--- src/bfe_pkg.sv ---
// ----------------------------------------------------------------------------
// bfe_pkg
// shared types and constants of the bloom filter engine: word layouts,
// register indexes, command codes and hash constants
// ----------------------------------------------------------------------------
package bfe_pkg;

  // field widths
  localparam int KEY_W      = 64;
  localparam int COUNT_W    = 32;
  localparam int HASH_W     = 32;
  localparam int BYTE_W     = 8;
  localparam int FB_W       = 13;
  localparam int HC_W       = 5;
  localparam int CFG_IDX_W  = 4;
  localparam int CFG_DATA_W = 32;

  // parameter defaults
  localparam int DEF_MAX_BYTES  = 4096;
  localparam int DEF_MAX_PROBES = 30;

  // register indexes
  localparam logic [CFG_IDX_W-1:0] REG_FILTER_BYTES = 4'd0;
  localparam logic [CFG_IDX_W-1:0] REG_HASH_COUNT   = 4'd1;

  // register reset values
  localparam logic [FB_W-1:0] FB_RESET = 13'd4096;
  localparam logic [HC_W-1:0] HC_RESET = 5'd6;

  // command codes
  localparam logic CMD_ADD   = 1'b0;
  localparam logic CMD_QUERY = 1'b1;

  // murmur2 style hash constants
  localparam logic [HASH_W-1:0] MIX_MUL   = 32'h5bd1_e995;
  localparam logic [HASH_W-1:0] HASH_SEED = 32'hbc9f_1d34;
  localparam logic [HASH_W-1:0] KEY_LEN   = 32'd8;
  localparam logic [HASH_W-1:0] HASH_INIT = HASH_SEED ^ KEY_LEN;
  localparam int MIX_SHIFT   = 24;
  localparam int FIN_SHIFT_A = 13;
  localparam int FIN_SHIFT_B = 15;
  localparam int STRIDE_ROT  = 15;

  typedef struct packed {
    logic             cmd;
    logic [KEY_W-1:0] key;
  } bfe_in_t;

  typedef struct packed {
    logic               may_contain;
    logic [COUNT_W-1:0] keys_added;
  } bfe_out_t;

endpackage

--- src/bfe_rem.sv ---
// ----------------------------------------------------------------------------
// bfe_rem
// iterative remainder unit, restoring method, one dividend bit per cycle
// ----------------------------------------------------------------------------
module bfe_rem #(
  parameter int NB_W = 16
) (
  input  logic                      clk_i,
  input  logic                      rst_ni,
  input  logic                      start_i,
  input  logic [bfe_pkg::HASH_W-1:0] dividend_i,
  input  logic [NB_W-1:0]           divisor_i,
  output logic                      done_o,
  output logic [NB_W-1:0]           rem_o
);

  localparam int CW = $clog2(bfe_pkg::HASH_W);

  logic                       busy_q, busy_d;
  logic                       done_q, done_d;
  logic [CW-1:0]              cnt_q, cnt_d;
  logic [bfe_pkg::HASH_W-1:0] dvd_q, dvd_d;
  logic [NB_W-1:0]            rem_q, rem_d;
  logic [NB_W:0]              shifted;

  // partial remainder stays below the divisor, so the shifted value is below twice it
  assign shifted = {rem_q, dvd_q[bfe_pkg::HASH_W-1]};

  always_comb begin
    busy_d = busy_q;
    done_d = 1'b0;
    cnt_d  = cnt_q;
    dvd_d  = dvd_q;
    rem_d  = rem_q;
    if (start_i) begin
      busy_d = 1'b1;
      cnt_d  = '0;
      dvd_d  = dividend_i;
      rem_d  = '0;
    end else if (busy_q) begin
      dvd_d = {dvd_q[bfe_pkg::HASH_W-2:0], 1'b0};
      if (shifted >= {1'b0, divisor_i}) begin
        rem_d = NB_W'(shifted - {1'b0, divisor_i});
      end else begin
        rem_d = shifted[NB_W-1:0];
      end
      cnt_d = cnt_q + CW'(1);
      if (cnt_q == CW'(bfe_pkg::HASH_W - 1)) begin
        busy_d = 1'b0;
        done_d = 1'b1;
      end
    end
  end

  always_ff @(posedge clk_i or negedge rst_ni) begin
    if (!rst_ni) begin
      busy_q <= 1'b0;
      done_q <= 1'b0;
      cnt_q  <= '0;
    end else begin
      busy_q <= busy_d;
      done_q <= done_d;
      cnt_q  <= cnt_d;
    end
  end

  always_ff @(posedge clk_i) begin
    dvd_q <= dvd_d;
    rem_q <= rem_d;
  end

  assign done_o = done_q;
  assign rem_o  = rem_q;

endmodule

--- config.mk ---
export PLATFORM = sky130hd
export DESIGN_NAME = bfe_rem
export DESIGN_NICKNAME = d
export VERILOG_FILES = /design/src/bfe_pkg.sv /design/src/bfe_rem.sv
export SDC_FILE = /design/constraint.sdc
export NUM_CORES = 1
export LEC_CHECK = 0
export ABC_AREA = 1
export ABC_CLOCK_PERIOD_IN_PS = 4110
export CAP_MARGIN = 20
export CELL_PAD_IN_SITES_DETAIL_PLACEMENT = 1
export CELL_PAD_IN_SITES_GLOBAL_PLACEMENT = 2
export CORE_UTILIZATION = 39
export CTS_CLUSTER_DIAMETER = 60
export DETAILED_ROUTE_END_ITERATION = 8
export DONT_BUFFER_PORTS = 1
export GPL_ROUTABILITY_DRIVEN = 1
export PLACE_DENSITY_LB_ADDON = 0.1
export SETUP_SLACK_MARGIN = 0.5
export SLEW_MARGIN = 20
export SYNTH_ARGS = -nofsm -noshare
export SYNTH_HDL_FRONTEND = slang
export SYNTH_SLANG_ARGS = --single-unit
--- constraint.sdc ---
create_clock -name clk_i -period 4.11 [get_ports clk_i]
set_clock_uncertainty 0.05 [all_clocks]
set_input_delay 0.6165 -clock clk_i [delete_from_list [all_inputs] [get_ports clk_i]]
set_output_delay 0.6165 -clock clk_i [all_outputs]
set_load 0.01 [all_outputs]
Word-level counts from Yosys, hierarchy flattened
Cells that the tools add are included.
W data, S select, Z words.
{ "totals": {"wordCells": 21, "output_inout_bits": 17, "reg_bits": 55, "inputBits": 51} }
{ "op_classes": {"reduce_logical": 1, "addsub": 2, "magnitude_cmp": 1, "muxes": 11, "eq_ne": 1} }
{ "ops": {"columns": ["cell", "n"], "rows": [
  ["$mux W32", 2],
  ["$ge A17 B16 Y1", 1],
  ["$mux W16", 1],
  ["$sub A16 B16 Y16", 1],
  ["$mux W5", 2],
  ["$mux W1", 6],
  ["$add A5 B1 Y5 const B", 1],
  ["$eq A5 B5 Y1 const B", 1],
  ["$reduce_bool A2 Y1", 1]
]} }

Longest topological paths before layout
{ "logic_depth": {"depth_word": 4, "depth_mapped": 14, "ltp_nobuf": 14} }

Least setup slack after synthesis
OpenSTA, ideal clock, no wires.
{ "synth_timing": {"kind": "input to register", "from": "input start_i", "to": "register dvd_q[0] (netlist name), enable pin", "arrival_ps": 1658, "path_slack_ps": 1852, "cell_stages": 2, "required_time_ps": 3510, "path_buffers": 0, "setup_time_ps": 550, "path_cell_list": "nor2_2 -> clkinv_1"} }
{ "synth_via": {"elab_chain_len": 1} }
{ "synth_lines": {"columns": ["item", "line", "rtl"], "rows": [
  ["start, declared", "bfe_rem.sv:10", "input logic start_i,"],
  ["$reduce_bool A2 Y1 (no source line)", null, null],
  ["end signal, assigned", "bfe_rem.sv:68", "dvd_q <= dvd_d;"],
  ["end, declared", "bfe_rem.sv:22", "logic [bfe_pkg::HASH_W-1:0] dvd_q, dvd_d;"]
]} }
Every way passes these cells.
A chain may end at the register's enable or synchronous reset.

Final worst setup path
{ "layout_timing": {"from": "register rem_q[11], in the netlist rem_o[11]", "to": "register rem_q[2], in the netlist rem_o[2]"} }
{ "layout_via": {"elab_chain_len": 2} }
{ "layout_lines": {"columns": ["item", "line", "rtl"], "rows": [
  ["start, declared", "bfe_rem.sv:23", "logic [NB_W-1:0] rem_q, rem_d;"],
  ["start signal, assigned", "bfe_rem.sv:69", "rem_q <= rem_d;"],
  ["$ge A17 B16 Y1", "bfe_rem.sv:42", "if (shifted >= {1'b0, divisor_i}) begin"],
  ["$mux W16", "bfe_rem.sv:42", null]
]} }
Every way passes these cells.

==> flow_summary.ini <==
[global_route]
grt_pass1_vias = 3045
grt_max_degree = 42
grt_pass1_wl_mm = 14.9
grt-ovfl-total = 0
antenna_found_initial = 0
grt_usage = 0.195

[worst_setup_path]
worstSetupPathType = register to register
crit_start = rem_o[11]
cp-end-kind = register
arrival_ns = 2.62
cp.required_ns = 4.30
rr_worst_depth = 12
critPathMaxFanout = 17
crit_path_start_kind = register
r2r_start = rem_o[11]
r2r_setup_slack_ns = 1.68
reg2reg_to = rem_o[2]

[cts]
clock_sinks = 55
clock_latency_ns = 0.31
cts_tree = yes
cts_buffers = 5
cts_buffer_depth = 2
root_buffer = clkbuf_8
htree_levels = 2
clkTransAtPathRegs_ns = 0.11
cts_setup_buffers = 0

[placed_design]
placed_cell_area_um2 = 3670
placed_cells = 584
pre_cts_ws_ns = 1.48
dp_hpwl_mm = 6.62
gp_congestion = 0.827
portBuffers = 0

[power_and_ir_drop]
clkPwrFrac = 0.157
leakage_nw = 1.97
p_switching_mw = 0.862
ir_worst_vdd_v = 0.000290
sw_frac_of_total = 0.436
p_seq_frac = 0.389
combPwrFrac = 0.454
power.total_mw = 1.98
p_int_mw = 1.12
powerDensity_nw_per_um2 = 524

[detailed_routing]
final_antenna_net_count = 0
wl_mm = 8.89
vias_per_cell = 5.01
dr.pass1.iters = 6
dr_total_vias = 2972
post-route-drc-count = 3
drtIter0Drc = 94
wl_per_cell_um = 15.0

[timing]
tightest_slew_ns = 0.942
slew_headroom = 0.371
timing.final.hold_violations = 0
drv_slew = 0
timing.final.crit_share = 0.591
hold_slack_ns = 0.320
fin_crit_ns = 2.43
fmax_mhz = 412
setup_violations = 0
fin_setup_tns_ns = 0
finalWorstSetupSlack_ns = 1.68
grt_setup_unrepaired = false

[final_layout]
antenna_cells = 0
syn2layout_area_growth_pct = 4.87
fin_util = 0.428
fillers = 1158
drive_gt1_frac = 0.0866
nets = 554
fin_area_um2 = 3770
fin_cells = 593

[logic_synthesis]
synth_edf_count = 32
synthArstFlopShare = 0.127
avgSynthCellArea_um2 = 7.40
synth-seq-cells = 55
synth_fp_nets = 556
yosysWarningCount = 0
syn-instance-count = 486
ys.flop_type = edfxtp_1
ys_types = 38
netlist_area_um2 = 3600
ys_seq_area_frac = 0.405

[min_path]
hold_start = start_i
hold_end = done_o
hold_class = primary input to register
min_path_cells = 1

[run_status]
failed_checks = design-rule violations
outcome = finished with violations

[floorplanning]
floorplan.core_area_um2 = 8810
ios = 68
fp-row-count = 34
die_x_um = 98.0
fp.dieH_um = 98.0
die-area_um2 = 9610
initial_core_util = 0.408

[job]
maxCapViolCount = 0
[sequential cells by signal, indices dropped and copies added, names as in the netlist]
register,count
done_o,1
cnt_q,5
busy_q,1
rem_o,16
dvd_q,32
[cell usage in the layout (no fill, tap or decap), types with 2 or more instances in the layout]
cell / netlist / routed
dfrtp_1: 7 / 7
o21ai_2: 2 / 2
nor2_1: 15 / 15
nand3_1: 33 / 33
nand2_2: 10 / 10
dfxtp_1: 16 / 16
xnor2_1: 5 / 5
xor2_1: 2 / 2
edfxtp_1: 32 / 32
nor3_1: 7 / 7
nand2_4: 2 / 2
clkinv_1: 1 / 2
nand3b_1: 8 / 8
and2_1: 2 / 2
a21oi_1: 9 / 9
ha_1: 18 / 18
nor2_2: 4 / 4
nand4_1: 4 / 4
inv_1: 72 / 72
nor2_4: 2 / 2
nand3_2: 10 / 10
o21ai_0: 8 / 8
nand2_1: 196 / 196
clkbuf_8: 0 / 5
[how the worst max path moves through the flow]
stage / endpoint / slack, ns / cells after the start
after floorplan: dvd_q[0] / 1.85 / 2
after global placement: rem_o[1] / 1.54 / 13
after detailed placement: rem_o[6] / 1.48 / 13
after CTS: rem_o[6] / 1.67 / 12
after global routing: rem_o[6] / 1.43 / 12
final: rem_o[2] / 1.68 / 12
[what timing repair did]
item / 4_1_cts / 5_1_grt
hold buffers: 1 / 0
endpoints found under the hold margin: 7 / 0
gates resized for setup: 0 / 0
[Yosys cell counts (4+ instances only)]
cell type	n	share of area
nand2_1	196	0.20
inv_1	72	0.075
nand3_1	33	0.046
edfxtp_1	32	0.27
ha_1	18	0.063
dfxtp_1	16	0.089
nor2_1	15	0.016
nand2_2	10	0.017
nand3_2	10	0.028
a21oi_1	9	0.013
nand3b_1	8	0.017
o21ai_0	8	0.011
dfrtp_1	7	0.049
nor3_1	7	0.0097
clkbuf_1	6	0.0063
xnor2_1	5	0.012
nand4_1	4	0.0070
nor2_2	4	0.0070
[kinds of logic after synthesis]
kind of cell               count (synthesis)  share of synthesized area
DFF                                       55                      0.405
xor gates and xnor gates                   7                     0.0170
buffers and inverters                     85                     0.0956
and+or+nand+nor                          298                      0.379
adders and majority gates                 19                     0.0682
AOI/OAI and AO/OA                         22                     0.0351
[power by group through the flow]
stage	registers (mW)	clock network [mW]	logic [mW]
6_report	0.769	0.311	0.898
5_1_grt	0.783	0.343	1.03
4_1_cts	0.772	0.326	0.911
3_5_place_dp	0.783	0	0.902
3_3_place_gp	0.780	0	0.886
2_1_floorplan	0.758	0	0.749
[routing by layer]
metal,track usage,up-vias,share of wire
met2,0.303,49,0.44
met3,0.0322,5,0.038
met4,0.0373,0,0.0064
met5,0,-,0
li1,-,1521,-
met1,0.285,1397,0.52
[cell type report]
class / count / area [um^2] / share of cell area
inverters: 74 / 278 / 0.0736
well taps: 108 / 135 / 0.0358
multi-input cells: 346 / 1800 / 0.476
flip-flops and latches: 55 / 1460 / 0.386
clock buffers: 5 / 68.8 / 0.0182
clock inverters: 3 / 20.0 / 0.00531
repair buffers: 2 / 17.5 / 0.00464
[worst max-delay path, cell delays in order (launching register included)]
cell and delay [ns]:
dfxtp_1 0.47, ha_1 0.35, nand2_1 0.10, nand2_1 0.08, inv_1 0.06, nand2_1 0.06, nand2_1 0.08, nand2_2 0.06
nor2_4 0.47, nand2_4 0.28, nand2_1 0.12, nand3_1 0.07, o21ai_0 0.11
Power figures use the tool's default switching activity.
